$ cat src/rtl/lss_pkg.sv
`default_nettype none

package lss_pkg;

  // register indexes on the configuration port (byte address is 4 * index)
  localparam int unsigned REG_IDX_W = 3;
  localparam logic [REG_IDX_W-1:0] REG_FIRST_PULSE_COUNT  = 3'd0;
  localparam logic [REG_IDX_W-1:0] REG_FIRST_ON_TICKS     = 3'd1;
  localparam logic [REG_IDX_W-1:0] REG_FIRST_OFF_TICKS    = 3'd2;
  localparam logic [REG_IDX_W-1:0] REG_SECOND_PULSE_COUNT = 3'd3;
  localparam logic [REG_IDX_W-1:0] REG_SECOND_ON_TICKS    = 3'd4;
  localparam logic [REG_IDX_W-1:0] REG_SECOND_OFF_TICKS   = 3'd5;

  localparam int unsigned ADDR_W = 5;
  localparam int unsigned DATA_W = 32;
  localparam int unsigned CFG_W  = 8;

  // reset values of the timing registers
  localparam logic [CFG_W-1:0] RST_PULSE_COUNT = 8'd200;
  localparam logic [CFG_W-1:0] RST_FIRST_ON    = 8'd10;
  localparam logic [CFG_W-1:0] RST_OFF         = 8'd10;
  localparam logic [CFG_W-1:0] RST_SECOND_ON   = 8'd20;

  typedef struct packed {
    logic [CFG_W-1:0] first_pulse_count;
    logic [CFG_W-1:0] first_on_ticks;
    logic [CFG_W-1:0] first_off_ticks;
    logic [CFG_W-1:0] second_pulse_count;
    logic [CFG_W-1:0] second_on_ticks;
    logic [CFG_W-1:0] second_off_ticks;
  } cfg_t;

  typedef struct packed {
    logic gate_on;
    logic ramping;
  } res_t;

  typedef struct packed {
    logic ramp_active;  // sequencer is inside a soft-start
  } seq_status_t;

endpackage

`default_nettype wire

$ cat src/rtl/lss_seq.sv
`default_nettype none

module lss_seq import lss_pkg::*; (
  input  wire logic        clk,
  input  wire logic        rst,
  input  wire cfg_t        cfg,
  input  wire logic        step,
  input  wire logic        enable_request,
  input  wire logic        test_mode,
  output res_t             result,
  output seq_status_t      status
);

  typedef enum logic [1:0] {
    MODE_OFF = 2'd0,
    MODE_ON  = 2'd1,
    MODE_PH1 = 2'd2,
    MODE_PH2 = 2'd3
  } mode_t;

  mode_t            mode, mode_next;
  logic [CFG_W-1:0] pulse_counter, pulse_counter_next;
  logic [CFG_W-1:0] tick_counter, tick_counter_next;
  logic             in_off_part, in_off_part_next;

  // one soft-start tick, from either the running state or a fresh start
  logic             ramp_en;
  logic             ramp_ph2;
  logic [CFG_W-1:0] ramp_pc, ramp_tc;
  logic             ramp_off;
  logic [CFG_W-1:0] dur, count, tc_inc, pc_inc;

  always_comb begin
    ramp_en   = 1'b0;
    ramp_ph2  = 1'b0;
    ramp_pc   = pulse_counter;
    ramp_tc   = tick_counter;
    ramp_off  = in_off_part;
    mode_next          = mode;
    pulse_counter_next = pulse_counter;
    tick_counter_next  = tick_counter;
    in_off_part_next   = in_off_part;
    result.gate_on = 1'b1;
    result.ramping = 1'b0;

    priority if (mode == MODE_PH1 || mode == MODE_PH2) begin
      ramp_en  = 1'b1;
      ramp_ph2 = (mode == MODE_PH2);
    end else if (test_mode) begin
      mode_next = MODE_ON;
    end else if (!enable_request) begin
      mode_next      = MODE_OFF;
      result.gate_on = 1'b0;
    end else if (mode == MODE_OFF) begin
      // fresh start, skipping phases with no pulses
      ramp_pc  = '0;
      ramp_tc  = '0;
      ramp_off = 1'b0;
      pulse_counter_next = '0;
      tick_counter_next  = '0;
      in_off_part_next   = 1'b0;
      if (cfg.first_pulse_count != '0) begin
        ramp_en = 1'b1;
      end else if (cfg.second_pulse_count != '0) begin
        ramp_en  = 1'b1;
        ramp_ph2 = 1'b1;
      end else begin
        mode_next = MODE_ON;
      end
    end else begin
      mode_next = MODE_ON;
    end

    // half-pulse duration, zero counts as one tick
    if (ramp_ph2) begin
      dur   = ramp_off ? cfg.second_off_ticks : cfg.second_on_ticks;
      count = cfg.second_pulse_count;
    end else begin
      dur   = ramp_off ? cfg.first_off_ticks : cfg.first_on_ticks;
      count = cfg.first_pulse_count;
    end
    if (dur == '0) begin
      dur = CFG_W'(1);
    end
    tc_inc = ramp_tc + CFG_W'(1);
    pc_inc = ramp_pc + CFG_W'(1);

    if (ramp_en) begin
      result.gate_on = !ramp_off;
      result.ramping = 1'b1;
      mode_next          = ramp_ph2 ? MODE_PH2 : MODE_PH1;
      pulse_counter_next = ramp_pc;
      in_off_part_next   = ramp_off;
      if (tc_inc < dur) begin
        tick_counter_next = tc_inc;
      end else begin
        tick_counter_next = '0;
        if (!ramp_off) begin
          in_off_part_next = 1'b1;
        end else begin
          in_off_part_next = 1'b0;
          if (pc_inc >= count) begin
            pulse_counter_next = '0;
            if (!ramp_ph2 && cfg.second_pulse_count != '0) begin
              mode_next = MODE_PH2;
            end else begin
              mode_next = MODE_ON;
            end
          end else begin
            pulse_counter_next = pc_inc;
          end
        end
      end
    end
  end

  assign status.ramp_active = (mode == MODE_PH1 || mode == MODE_PH2);

  always_ff @(posedge clk) begin
    if (rst) begin
      mode          <= MODE_OFF;
      pulse_counter <= '0;
      tick_counter  <= '0;
      in_off_part   <= 1'b0;
    end else if (step) begin
      mode          <= mode_next;
      pulse_counter <= pulse_counter_next;
      tick_counter  <= tick_counter_next;
      in_off_part   <= in_off_part_next;
    end
  end

endmodule

`default_nettype wire

$ cat src/rtl/load_switch_soft_start.sv
// load switch soft-start sequencer
//
// input channel: in_valid / in_ready with enable_request and test_mode; each
// request is one microsecond tick of the timebase. output channel: out_valid /
// out_ready with gate_on and ramping; every request gives exactly one result.
// an accepted request's result is registered in the output register or the
// skid register on a stall. throughput: one request per clock while in_ready
// is high, set by the sequencer state update (mode, pulse and tick counters).
// configuration: apb-style write/read port, registers at byte address 4*i; user
// writes only while channels are idle, unenforced; new timing applies at once.
// reset (rst, synchronous): sequencer goes to off, counters clear, timing
// registers return to 200/10/10/200/20/10, both output stages empty.
// receiver stall: the output register holds its result and a skid register
// takes one more request, so in_ready drops only when both are full; no
// result is lost or repeated.
`default_nettype none

module load_switch_soft_start import lss_pkg::*; #(
  parameter logic [CFG_W-1:0] FIRST_PULSE_RST  = RST_PULSE_COUNT,
  parameter logic [CFG_W-1:0] FIRST_ON_RST     = RST_FIRST_ON,
  parameter logic [CFG_W-1:0] FIRST_OFF_RST    = RST_OFF,
  parameter logic [CFG_W-1:0] SECOND_PULSE_RST = RST_PULSE_COUNT,
  parameter logic [CFG_W-1:0] SECOND_ON_RST    = RST_SECOND_ON,
  parameter logic [CFG_W-1:0] SECOND_OFF_RST   = RST_OFF
) (
  input  wire logic              clk,
  input  wire logic              rst,
  // configuration port
  input  wire logic              psel,
  input  wire logic              penable,
  input  wire logic              pwrite,
  input  wire logic [ADDR_W-1:0] paddr,
  input  wire logic [DATA_W-1:0] pwdata,
  output logic      [DATA_W-1:0] prdata,
  output logic                   pready,
  // tick requests
  input  wire logic              in_valid,
  output logic                   in_ready,
  input  wire logic              enable_request,
  input  wire logic              test_mode,
  // results
  output logic                   out_valid,
  input  wire logic              out_ready,
  output logic                   gate_on,
  output logic                   ramping
);

  cfg_t             cfg;
  logic             cfg_wr;
  logic [REG_IDX_W-1:0] reg_idx;

  res_t        seq_res;
  seq_status_t seq_st;
  logic        accept;
  logic        pop;

  // output register and skid register
  res_t out_res;
  res_t skid_res;
  logic skid_valid;

  assign pready  = 1'b1;
  assign reg_idx = paddr[ADDR_W-1:2];
  assign cfg_wr  = psel && penable && pwrite && pready;

  // register file, low byte of the write data is kept
  always_ff @(posedge clk) begin
    if (rst) begin
      cfg.first_pulse_count  <= FIRST_PULSE_RST;
      cfg.first_on_ticks     <= FIRST_ON_RST;
      cfg.first_off_ticks    <= FIRST_OFF_RST;
      cfg.second_pulse_count <= SECOND_PULSE_RST;
      cfg.second_on_ticks    <= SECOND_ON_RST;
      cfg.second_off_ticks   <= SECOND_OFF_RST;
    end else if (cfg_wr) begin
      unique case (reg_idx)
        REG_FIRST_PULSE_COUNT:  cfg.first_pulse_count  <= pwdata[CFG_W-1:0];
        REG_FIRST_ON_TICKS:     cfg.first_on_ticks     <= pwdata[CFG_W-1:0];
        REG_FIRST_OFF_TICKS:    cfg.first_off_ticks    <= pwdata[CFG_W-1:0];
        REG_SECOND_PULSE_COUNT: cfg.second_pulse_count <= pwdata[CFG_W-1:0];
        REG_SECOND_ON_TICKS:    cfg.second_on_ticks    <= pwdata[CFG_W-1:0];
        REG_SECOND_OFF_TICKS:   cfg.second_off_ticks   <= pwdata[CFG_W-1:0];
        default: ;  // unmapped index, write dropped
      endcase
    end
  end

  // read mux, unmapped indexes read zero
  always_comb begin
    unique case (reg_idx)
      REG_FIRST_PULSE_COUNT:  prdata = DATA_W'(cfg.first_pulse_count);
      REG_FIRST_ON_TICKS:     prdata = DATA_W'(cfg.first_on_ticks);
      REG_FIRST_OFF_TICKS:    prdata = DATA_W'(cfg.first_off_ticks);
      REG_SECOND_PULSE_COUNT: prdata = DATA_W'(cfg.second_pulse_count);
      REG_SECOND_ON_TICKS:    prdata = DATA_W'(cfg.second_on_ticks);
      REG_SECOND_OFF_TICKS:   prdata = DATA_W'(cfg.second_off_ticks);
      default:                prdata = '0;
    endcase
  end

  // a request is taken whenever the skid register is free
  assign in_ready = !skid_valid;
  assign accept   = in_valid && in_ready;
  assign pop      = out_valid && out_ready;

  // sequencer: state update and result for one tick
  lss_seq u_seq (
    .clk            (clk),
    .rst            (rst),
    .cfg            (cfg),
    .step           (accept),
    .enable_request (enable_request),
    .test_mode      (test_mode),
    .result         (seq_res),
    .status         (seq_st)
  );

  // output control
  always_ff @(posedge clk) begin
    if (rst) begin
      out_valid  <= 1'b0;
      skid_valid <= 1'b0;
    end else begin
      if (pop) begin
        if (skid_valid) begin
          // skid moves up, a new result refills the skid
          out_valid  <= 1'b1;
          skid_valid <= accept;
        end else begin
          out_valid <= accept;
        end
      end else if (!out_valid) begin
        out_valid <= accept;
      end else if (accept) begin
        // receiver stalled, park the new result
        skid_valid <= 1'b1;
      end
    end
  end

  // result payload, no reset needed
  always_ff @(posedge clk) begin
    if (pop) begin
      if (skid_valid) begin
        out_res <= skid_res;
        if (accept) begin
          skid_res <= seq_res;
        end
      end else if (accept) begin
        out_res <= seq_res;
      end
    end else if (!out_valid) begin
      if (accept) begin
        out_res <= seq_res;
      end
    end else if (accept) begin
      skid_res <= seq_res;
    end
  end

  assign gate_on = out_res.gate_on;
  assign ramping = out_res.ramping;

  // skid only ever holds a result behind a full output register
  a_skid_behind_out: assert property (@(posedge clk) disable iff (rst)
    skid_valid |-> out_valid)
    else $error("skid register full while output register empty");

  // a request taken during a stall must land in the skid register
  a_stall_parks: assert property (@(posedge clk) disable iff (rst)
    (accept && out_valid && !out_ready) |=> skid_valid)
    else $error("request accepted during stall was not parked");

  // test mode outside a ramp forces the gate on with no ramp flag
  a_test_forces_on: assert property (@(posedge clk) disable iff (rst)
    (accept && test_mode && !seq_st.ramp_active) |->
      (seq_res.gate_on && !seq_res.ramping))
    else $error("test mode did not force the gate on");

  // every tick taken while the sequencer is ramping carries the ramp flag
  a_ramp_tracks_state: assert property (@(posedge clk) disable iff (rst)
    (accept && seq_st.ramp_active) |-> seq_res.ramping)
    else $error("ramp tick produced without ramp flag");

endmodule

`default_nettype wire
$ cat config.mk
export PLATFORM = sky130hd
export DESIGN_NAME = load_switch_soft_start
export DESIGN_NICKNAME = d
export VERILOG_FILES = /design/src/rtl/lss_pkg.sv /design/src/rtl/lss_seq.sv /design/src/rtl/load_switch_soft_start.sv
export SDC_FILE = /design/constraint.sdc
export NUM_CORES = 1
export LEC_CHECK = 0
export BUFFER_PORTS_ARGS = -buffer_cell sky130_fd_sc_hd__buf_2
export CAP_MARGIN = 20
export CORE_MARGIN = 2
export CORE_UTILIZATION = 52
export CTS_BUF_LIST = sky130_fd_sc_hd__clkbuf_8
export DETAILED_ROUTE_END_ITERATION = 10
export PLACE_DENSITY = 0.78
export SYNTH_ARGS = -nofsm -noshare
export SYNTH_HDL_FRONTEND = slang
export SYNTH_SLANG_ARGS = --single-unit
$ cat constraint.sdc
create_clock -name clk -period 4 [get_ports clk]
set_input_delay 0 -clock clk [delete_from_list [all_inputs] [get_ports clk]]
set_output_delay 0 -clock clk [all_outputs]
set_load 0.01 [all_outputs]
## Word-level counts from Yosys, hierarchy flattened

Index checks and enable logic that the tools add are counted.

| cells by class | value |
|---|---|
| order comparisons | 2 |
| reductions and logical operators | 25 |
| equality and inequality tests | 12 |
| add/sub/neg operators | 2 |
| mux-type cells | 69 |

Operator list:

| operator | count |
|---|---|
| two-way mux 8 bit | 19 |
| case mux 8 bit (6 select lines) | 1 |
| two-way mux 2 bit | 20 |
| two-way mux 1 bit | 29 |
| adder 8 x 1 -> 8 bit (second input constant) | 2 |
| AND reduction 2 bit | 8 |
| nonzero test 8 bit | 2 |
| inequality test 5 x 4 -> 1 bit (second input constant) | 2 |
| >= comparator 8 bit | 1 |
| zero test 8 bit | 1 |
| < comparator 8 bit | 1 |
| equality test 3 x 2 -> 1 bit (second input constant) | 2 |
| equality test 3 bit (second input constant) | 2 |
| inequality test 2 x 1 -> 1 bit (second input constant) | 3 |
| logical AND 1 bit | 5 |
| equality test 2 bit (second input constant) | 2 |
| AND reduction 4 bit | 1 |
| nonzero test 2 bit | 2 |
| equality test 3 x 1 -> 1 bit (second input constant) | 1 |
| zero test 1 bit | 3 |
| zero test 3 bit | 1 |
| zero test 2 bit | 1 |
| logical OR 1 bit | 1 |

| word-level totals | value |
|---|---|
| register bits | 73 |
| word-level logic and storage cells | 126 |
| output and inout bits | 37 |
| input port bits | 46 |

## Depth between registers and ports, before layout

Gate-level depths: netlist (run 1).

| logic depth | value |
|---|---|
| depth in word-level cells | 14 |
| mapped depth | 17 |

## Cells and area by module

A second synthesis (run 1) with hierarchy kept.

| unflattened totals | value |
|---|---|
| cell total of the unflattened synthesis | 547 |
| area, all modules | 4739.5 um^2 |

By module, submodules not included:

| module | instances | area each (um^2) | cells each |
|---|---|---|---|
| load_switch_soft_start | 1 | 2748.9 | 289 |
| lss_seq | 1 | 1990.7 | 258 |

## Worst setup path after synthesis (run 1)

No wires, ideal clock.

| timing path | value |
|---|---|
| kind | reg2reg |
| start | register u_seq.mode[1] |
| end | register u_seq.pulse_counter[0] |
| clock period less this slack | 3.767 ns |
| stages on the path, launching flop included | 15 |
| setup slack | 0.233 ns |
| data arrival time | 3.644 ns |
| setup time | 0.123 ns |
| cells stage by stage | dfxtp_1 -> or4b_1 -> buf_2 -> nand2_8 -> clkbuf_1 -> mux2_1 -> o21ai_1 -> ha_1 -> a21o_1 -> a21o_1 -> a2111oi_0 -> nand2_1 -> o21ai_2 -> nor4b_4 -> mux2_1 |

| on the way | value |
|---|---|
| cells in the longest elaborated chain, start to end | 12 |
| elaborated cells between the ends (all ways) | 38 |
| classes of those cells | add/sub: 2; order compare: 2; eq/ne: 2; mux: 29; reduce/logical: 3 |

Ends and longest elaborated chain:

| element | RTL line | source |
|---|---|---|
| start: declaration | lss_seq.sv:21 | `mode_t mode, mode_next;` |
| start signal: assignment | lss_seq.sv:126 | `mode <= mode_next;` |
| parallel branches: the longest is 11 deep, another holds adder 8 x 1 -> 8 bit | - |  |
| two-way mux 8 bit * | lss_seq.sv:88 | `if (ramp_en) begin` |
| end signal: assignment | lss_seq.sv:127 | `pulse_counter <= pulse_counter_next;` |
| end: declaration | lss_seq.sv:22 | `logic [CFG_W-1:0] pulse_counter, pulse_counter_next;` |

Every way passes the cells marked *.
A chain may end at the register's enable or synchronous reset.

## Final worst setup path (run 1)

| timing path | value |
|---|---|
| start | register u_seq.mode[1] |
| end | register u_seq.mode[1] |

| on the way | value |
|---|---|
| cells in the longest elaborated chain, start to end | 12 |
| elaborated cells between the ends (all ways) | 49 |
| classes of those cells | add/sub: 2; order compare: 2; eq/ne: 5; mux: 34; reduce/logical: 6 |

Ends and longest elaborated chain:

| element |
|---|
| parallel branches: the longest is 12 deep, another holds adder 8 x 1 -> 8 bit |

Several ways; the timed one is not identified. The select of a mux whose other input is x is not followed.

==> flow_metrics.tcl, run 1 <==
set metrics [dict create \
    synth_commonest_cells "dfxtp_1 (69), mux2i_1 (60), nor2_1 (56), nand2_1 (46), nand3_1 (40)" \
    cts_root_buf "clkbuf_8" \
    tightest_slew_ns 0.896 \
    synth_area_um2 4460 \
    path_class "reg2reg" \
    cts_inserted_buffers 9 \
    wl_per_cell_um 17.4 \
    grt_pass1_wl_um 18500 \
    period_needed_ns 3.78 \
    gp_congestion 0.976 \
    yosysWarningCount 0 \
    grt_overflow_total 0 \
    cts_max_path_buffers 2 \
    setup_viol 0 \
    yosys.area.top_type_share 0.310 \
    ioPinCount 83 \
    synth.most_common_cell "dfxtp_1" \
    p_total_mw 1.47 \
    diodes 0 \
    grt_pass1_vias 3738 \
    p_per_area_nw_per_um2 295 \
    critPathRequiredTime_ns 4.27 \
    end_kind "register" \
    ys.flop_type "dfxtp_1" \
    ctsHtreeMaxLevel 3 \
    cp_max_fo 6 \
    die_w_um 96.6 \
    finalHoldViolCount 0 \
    syn_to_final_growth_pct 11.5 \
    detailed_place_hpwl_um 8360 \
    cts_num_sinks 73 \
    min_from "enable_request" \
    grt_max_degree 46 \
    postLayoutCoreUtil 0.602 \
    register_area_um2 1500 \
    max-slew-margin-rel 0.400 \
    finalMaxSlewViolations 0 \
    status "finished clean" \
    seq_area_frac_synth 0.337 \
    finalNetCount 621 \
    die_h_um 96.6 \
    finalClockSkew_ns 0.00353 \
    ant_nets 0 \
    io_buffers 31 \
    multiInputGateArea_um2 2730 \
    drt_wl_total_um 11600 \
    vdd_ir_drop_max_uv 193 \
    ys_ff_latch 73 \
    max_freq_mhz 265 \
    fin_crit_sh 0.945 \
    cp-startpoint "u_seq.mode[1]$_SDFFE_PP0P_" \
    hp-class "in2reg" \
    worstPathArrival_ns 4.05 \
    dr.first_iter.drc_count 289 \
    rows 33 \
    antenna_found_initial 0 \
    synthDistinctLibCells 56 \
    syn_area_per_cell_um2 8.59 \
    dr_total_vias 4018 \
    path_clk_slew_ns 0.08 \
    p_leak_nw 1.94 \
    synth.area.top_cells "dfxtp_1 (31%), mux2i_1 (13%), ha_1 (4.8%)" \
    vias_per_cell 6.02 \
    synth_top_area_cell "dfxtp_1" \
    drive_above_1_share 0.153 \
    die-area_um2 9330 \
    start_util 0.540 \
    core_um2 8260 \
    clk-insertion-delay-late_ns 0.36 \
    syn_inst 519 \
    groute.usage.overall 0.258 \
    worstReg2RegStart "u_seq.mode[1]$_SDFFE_PP0P_" \
    tritoncts "yes" \
    cap_viol_max_count 0 \
    fill_cells 724 \
    synth-edff-count 4 \
    startpoint_type "register" \
    dr.pass1.iters 5 \
    async_flop_share 0 \
    drc 0 \
]
## worst paths after layout
check	to	slack, ns	cells after the start
max	u_seq.mode[1]$_SDFFE_PP0P_	0.22	15
max reg2reg	u_seq.mode[1]$_SDFFE_PP0P_	0.22	15
min	skid_res[1]$_DFFE_PP_	0.11	3
min reg2reg	u_seq.tick_counter[7]$_SDFFE_PP0P_	0.50	1
## where the power goes
group / switching [mW] / internal, mW / total (mW) / leakage (nW)
Clock: 0.298 / 0.241 / 0.540 / 0.0810
Sequential: 0.0102 / 0.745 / 0.756 / 0.597
Combinational: 0.109 / 0.0612 / 0.171 / 1.27
Total: 0.418 / 1.05 / 1.47 / 1.94
## layout by cell type, fill, tap and decap left out, types with 8 or more instances in the layout
master	count
buf_4	16
a31oi_1	8
o21ai_0	11
nand2_1	46
nor4_1	8
dlygate4sd3_1	10
dfxtp_1	69
nand3_1	40
conb_1	25
nor2_1	56
mux2i_1	60
ha_1	17
xor2_1	8
clkbuf_8	10
buf_2	31
mux2_2	11
a21oi_1	21
## cell type report
| cell class | instances | area share |
|---|---|---|
| Inverter | 9 | 0.00680 |
| Multi-Input combinational cell | 406 | 0.548 |
| Sequential cell | 73 | 0.302 |
| Clock inverter | 5 | 0.00806 |
| Clock buffer | 10 | 0.0277 |
| Tap cell | 105 | 0.0264 |
| Timing Repair Buffer | 59 | 0.0806 |
## sequential cells by signal (all words and copies together), names as in the netlist
| signal | count |
|---|---|
| cfg | 48 |
| gate_on | 1 |
| out_valid | 1 |
| ramping | 1 |
| skid_res | 2 |
| skid_valid | 1 |
| u_seq.in_off_part | 1 |
| u_seq.mode | 2 |
| u_seq.pulse_counter | 8 |
| u_seq.tick_counter | 8 |
## metal layers
metal / vias up / GRT usage / part of all wire
li1: 1907 / - / -
met1: 1913 / 0.322 / 0.43
met2: 173 / 0.444 / 0.49
met3: 25 / 0.0535 / 0.065
met4: 0 / 0.0833 / 0.019
met5: - / 0 / 0
## cells by family after synthesis
group                    after synthesis  synth area share
other                                  2           0.00169
AO/OA/AOI/OAI                         93             0.140
AND/OR/NAND/NOR                      185             0.202
adder cells (fa/ha/maj)               17            0.0477
flip-flops                            73             0.337
buffers and inverters                 63            0.0750
XOR/XNOR                              11            0.0216
multiplexers                          75             0.175
## metrics by stage
stage                      TNS [ns]  setup WS, ns  instance area, um2  hold WS, ns  std cells
after floorplan                   0         0.233                4540       0.0956        542
after global placement            0        0.0986                4650        0.205        639
after detailed placement  -0.000657     -0.000657                4650        0.219        639
after CTS                         0        0.0397                4940        0.104        664
after global routing       -0.00318      -0.00318                4970        0.131        667
final                             0         0.220                4970        0.109        667
## critical path: stages (launching register included)
cell	delay [ns]
dfxtp_1	0.32
or4b_4	0.59
and2_1	0.22
ha_1	0.22
nand3_1	0.12
xor2_1	0.16
nor2_1	0.08
ha_1	0.21
a21o_1	0.18
a21o_1	0.20
a2111oi_2	0.43
nand2_1	0.16
o21ai_4	0.28
clkbuf_2	0.21
nor3_1	0.06
a311oi_1	0.25
## timing repair
item,in CTS,in global routing
resized for setup,1,3
setup endpoints to repair,8,19
hold buffers,10,0
endpoints found under the hold margin,33,0
pin swaps,0,1
buffers inserted,0,3
Note: power is estimated with default switching activity, not from simulation.
==> inputs of run 2 (changes only) <==
BUFFER_PORTS_ARGS = default   (was -buffer_cell sky130_fd_sc_hd__buf_2)
CORE_ASPECT_RATIO = 1.5   (was default)
CORE_UTILIZATION = 60   (was 52)
DONT_BUFFER_PORTS = 1   (was default)
PLACE_DENSITY = 0.79   (was 0.78)
==> flow_metrics.tcl, run 2 (synthesis gave the netlist of run 1 again) <==
set metrics [dict create \
    ioPinCount 83 \
    groute.usage.overall 0.316 \
    end_kind "register" \
    stdcell_area_um2 4980 \
    timing.hold.ws_ns 0.0389 \
    dr_total_vias 4045 \
    setup-tns-final_ns 0 \
    cp_max_fo 7 \
    core_um2 7230 \
    dr.pass1.iters 5 \
    final_common_cell "dfxtp_1" \
    worstPathArrival_ns 4.06 \
    detailed_place_hpwl_um 8440 \
    tightest_slew_ns 0.937 \
    drt_wl_total_um 12400 \
    grt_max_degree 44 \
    finalNetCount 604 \
    hp-class "in2reg" \
    status "finished clean" \
    gp_congestion 0.905 \
    path_class "reg2reg" \
    finalClockSkew_ns 0.00735 \
    die-area_um2 8150 \
    grt_setup_unrepaired "false" \
    fill_cells 576 \
    tritoncts "yes" \
    io_buffers 0 \
    antenna_found_initial 0 \
    drive_above_1_share 0.114 \
    grt_pass1_vias 4015 \
    critPathRequiredTime_ns 4.28 \
    p_leak_nw 1.89 \
    diodes 0 \
    cts_num_sinks 73 \
    pre_cts_ws_ns -0.0433 \
    grt_overflow_total 0 \
    dr.first_iter.drc_count 331 \
    fin_crit_sh 0.945 \
    cts_inserted_buffers 9 \
    vdd_ir_drop_max_uv 303 \
    grt_pass1_wl_um 19500 \
    multiInputGateArea_um2 2740 \
    fin_ws_ns 0.221 \
    cts_root_buf "clkbuf_8" \
    rows 38 \
    final_cell_mix "dfxtp_1 (69), mux2i_1 (60), nor2_1 (56), nand2_1 (46), nand3_1 (40)" \
    register_area_um2 1500 \
    syn_to_final_growth_pct 11.7 \
    place_area_um2 4510 \
    wl_per_cell_um 19.2 \
    p_per_area_nw_per_um2 308 \
    ctsHtreeMaxLevel 3 \
    startpoint_type "register" \
    start_util 0.617 \
    vias_per_cell 6.26 \
    max_freq_mhz 265 \
    cap_viol_max_count 0 \
    period_needed_ns 3.78 \
    finalHoldViolCount 0 \
    reg_top3 "cfg: 48 flops, u_seq.pulse_counter: 8 flops, u_seq.tick_counter: 8 flops" \
    cts_max_path_buffers 2 \
    drc 0 \
    max-slew-margin-rel 0.373 \
    finalMaxSlewViolations 0 \
    die_w_um 74.4 \
    largest_reg_flops 48 \
    ant_nets 0 \
    path_clk_slew_ns 0.08 \
    regMostFlops "cfg" \
    p_total_mw 1.53 \
    clk-insertion-delay-late_ns 0.37 \
    die_h_um 110 \
    setup_viol 0 \
]
[run 2: where the power goes]
group	internal, mW	switching [mW]	total [mW]
logic	0.0572	0.0956	0.153
registers	0.746	0.0130	0.759
clock network	0.338	0.285	0.623
[run 2: final cells by class]
type                    count  area share
clock buffers              12      0.0332
inverters                   9     0.00679
clock inverters             4      0.0101
flip-flops and latches     73       0.302
multi-input cells         407       0.549
repair buffers             41      0.0739
well taps                 100      0.0251
[run 2: what timing repair did]
item	in CTS	in global routing
gates resized for setup	1	4
hold endpoints to repair	66	0
setup buffers	0	2
endpoints found under the setup margin	10	19
gates cloned	0	1
pin swaps	0	1
hold buffers	20	0
[run 2: stage by stage]
stage,utilization,cells
final,0.689,646
after detailed placement,0.624,607
after floorplan,-,542
after global routing,0.689,646
after global placement,0.624,607
after CTS,0.684,643
[run 2: layer usage]
| layer | vias up | global-route usage | wire length, um |
|---|---|---|---|
| met5 | - | 0 | 0 |
| met4 | 0 | 0.193 | 758 |
| met3 | 61 | 0.0761 | 807 |
| met2 | 203 | 0.534 | 6270 |
| met1 | 1907 | 0.352 | 4600 |
| li1 | 1874 | - | - |
[run 2: worst max-delay path, stage by stage, from the launching register on]
cell	delay (ns)
dfxtp_1	0.32
or4b_4	0.59
buf_4	0.19
nand2_8	0.08
buf_4	0.16
mux2_1	0.35
o21ai_1	0.18
ha_1	0.21
a21o_1	0.12
a21o_1	0.13
a2111oi_2	0.08
a22oi_1	0.41
o21ai_4	0.18
buf_4	0.19
o311a_1	0.29
a211oi_1	0.22
[run 2: worst paths after layout]
kind | cells after the start | end | slack (ns) | start
worst max-delay path | 15 | u_seq.mode[0]$_SDFFE_PP0P_ | 0.22 | u_seq.mode[1]$_SDFFE_PP0P_
worst max register to register | 15 | u_seq.mode[0]$_SDFFE_PP0P_ | 0.22 | u_seq.mode[1]$_SDFFE_PP0P_
worst min register to register | 1 | u_seq.tick_counter[7]$_SDFFE_PP0P_ | 0.49 | u_seq.tick_counter[7]$_SDFFE_PP0P_
worst min-delay path | 2 | u_seq.tick_counter[7]$_SDFFE_PP0P_ | 0.04 | rst
==> inputs of run 3 (changes only) <==
clock period = 3.34 ns   (was 4 ns; I/O delays follow)
==> flow_metrics.tcl, run 3 (synthesis gave the netlist of run 1 again) <==
set metrics [dict create \
    pre_cts_ws_ns -0.224 \
    cp_top_family "compound AO/OA/AOI/OAI gates" \
    dr_total_vias 4157 \
    grt_pass1_wl_um 20200 \
    clk-insertion-delay-late_ns 0.36 \
    regMostFlops "cfg" \
    drt_wl_total_um 12900 \
    pwr-share-comb 0.099 \
    largest_reg_flops 48 \
    path_clk_slew_ns 0.08 \
    timing.hold.ws_ns 0.0208 \
    violations "negative setup slack" \
    grt_overflow_total 0 \
    ctsHtreeMaxLevel 3 \
    grt_max_degree 41 \
    drc 0 \
    max_freq_mhz 286 \
    finalHoldViolCount 0 \
    startpoint_type "register" \
    rows 38 \
    diodes 0 \
    fill_cells 539 \
    finalMaxSlewViolations 0 \
    dp_cells 623 \
    cts_num_sinks 73 \
    tightest_slew_ns 0.920 \
    die_h_um 110 \
    period_needed_ns 3.50 \
    stdcell_area_um2 5360 \
    groute.usage.overall 0.333 \
    wl_per_cell_um 19.2 \
    cp_max_fo 7 \
    finalNetCount 628 \
    slowest_delay_ns 0.55 \
    p_seq_frac 0.464 \
    worstPathArrival_ns 3.76 \
    finalClockSkew_ns 0.00798 \
    instances_no_fill 670 \
    drive_above_1_share 0.186 \
    fin_crit_sh 1.05 \
    hold_depth 4 \
    tritoncts "yes" \
    vias_per_cell 6.20 \
    final_common_cell "dfxtp_1" \
    cts_root_buf "clkbuf_8" \
    start_util 0.617 \
    critPathRequiredTime_ns 3.60 \
    cts_inserted_buffers 9 \
    detailed_place_hpwl_um 8690 \
    grt_setup_unrepaired "true" \
    p_int_mw 1.48 \
    setup_viol 16 \
    slowest_stage "or4b_4" \
    final_cell_mix "dfxtp_1 (68), mux2i_1 (60), nor2_1 (56), nand2_1 (45), nand3_1 (39)" \
    syn_to_final_growth_pct 20.2 \
    hp-class "in2reg" \
    dr.first_iter.drc_count 404 \
    swShare 0.242 \
    vdd_ir_drop_max_uv 481 \
    place_area_um2 4690 \
    crit_chain "or4b_4, buf_6, nand2_8, mux2_4, o21ai_2, ha_1, a21o_1, a21o_1, a2111oi_4, nand2_1, o21ai_4, buf_6, nor3_2, a311oi_1" \
    cts_max_path_buffers 2 \
    core_um2 7230 \
    dr.pass1.iters 5 \
    fin_ws_ns -0.160 \
    antenna_found_initial 0 \
    die-area_um2 8150 \
    p_per_area_nw_per_um2 365 \
    end_kind "register" \
    reg_top3 "cfg: 48 flops, u_seq.pulse_counter: 8 flops, u_seq.tick_counter: 8 flops" \
    p_switching_mw 0.473 \
    status "complete, but fails checks" \
    path_class "reg2reg" \
    cp_num_cells 14 \
    p_leak_nw 2.10 \
    gp_congestion 0.952 \
    clockPowerShare 0.436 \
    r2r.worst_path.cells 14 \
    grt_pass1_vias 4016 \
    cap_viol_max_count 0 \
    max-slew-margin-rel 0.383 \
    io_buffers 0 \
    cp_num_buf_inv 2 \
    die_w_um 74.4 \
    p_total_mw 1.96 \
    ioPinCount 83 \
    ant_nets 0 \
]
-- run 3: cell count changes in the layout (fill, tap and decap cells not counted), moves of 3 or more --
cell,previous run,this run
buf_6,0,4
mux2_4,0,3
buf_4,21,37
mux2_1,3,0
buf_12,1,4
o21ai_2,1,4
-- run 3: per-stage QoR --
step,setup TNS (ns),util
2_1_floorplan,-0.0992,-
4_1_cts,-1.45,0.734
3_3_place_gp,-1.18,0.649
3_5_place_dp,-2.42,0.649
5_1_grt,-3.91,0.742
6_report,-1.23,0.742
-- run 3: final timing paths --
| check | from | end | slack, ns |
|---|---|---|---|
| worst max-delay path | u_seq.mode[0]$_SDFFE_PP0P_ | u_seq.mode[1]$_SDFFE_PP0P_ | -0.16 |
| worst min-delay path | paddr[4] | cfg[45]$_SDFFE_PP0P_ | 0.02 |
| worst max register to register | u_seq.mode[0]$_SDFFE_PP0P_ | u_seq.mode[1]$_SDFFE_PP0P_ | -0.16 |
| worst min register to register | u_seq.tick_counter[7]$_SDFFE_PP0P_ | u_seq.tick_counter[7]$_SDFFE_PP0P_ | 0.51 |
-- run 3: layout make-up --
type                       instances  area (um2)  area share
clock inverter                     6         105      0.0196
sequential                        73        1500       0.280
tap                              100         125      0.0233
timing repair buffer              66         613       0.114
multi-input combinational        406        2840       0.530
inverter                           9        33.8     0.00630
clock buffer                      10         138      0.0257
-- run 3: tightest hold or removal path, cell delays in order --
cell,delay (ns)
nor2_1,0.03
buf_4,0.16
nand3_1,0.08
a21oi_1,0.06
-- run 3: routing by layer --
metal	track usage	part of all wire	up-vias
li1	-	-	1916
met1	0.366	0.37	1951
met2	0.576	0.51	241
met3	0.0614	0.068	49
met4	0.205	0.054	0
met5	0	0	-
-- run 3: power groups by stage --
stage	Clock [mW]	Combinational (mW)	Sequential, mW
after floorplan	0	0.148	0.925
after global placement	0	0.138	0.927
after detailed placement	0	0.142	0.928
after CTS	0.850	0.188	0.908
after global routing	0.887	0.209	0.910
final	0.854	0.194	0.909
-- run 3: timing repair --
action,in CTS,in global routing
hold buffers,22,0
buffers inserted,8,3
pin swaps,18,12
gates resized for setup,21,11
endpoints found under the hold margin,69,0
endpoints found under the setup margin,19,19
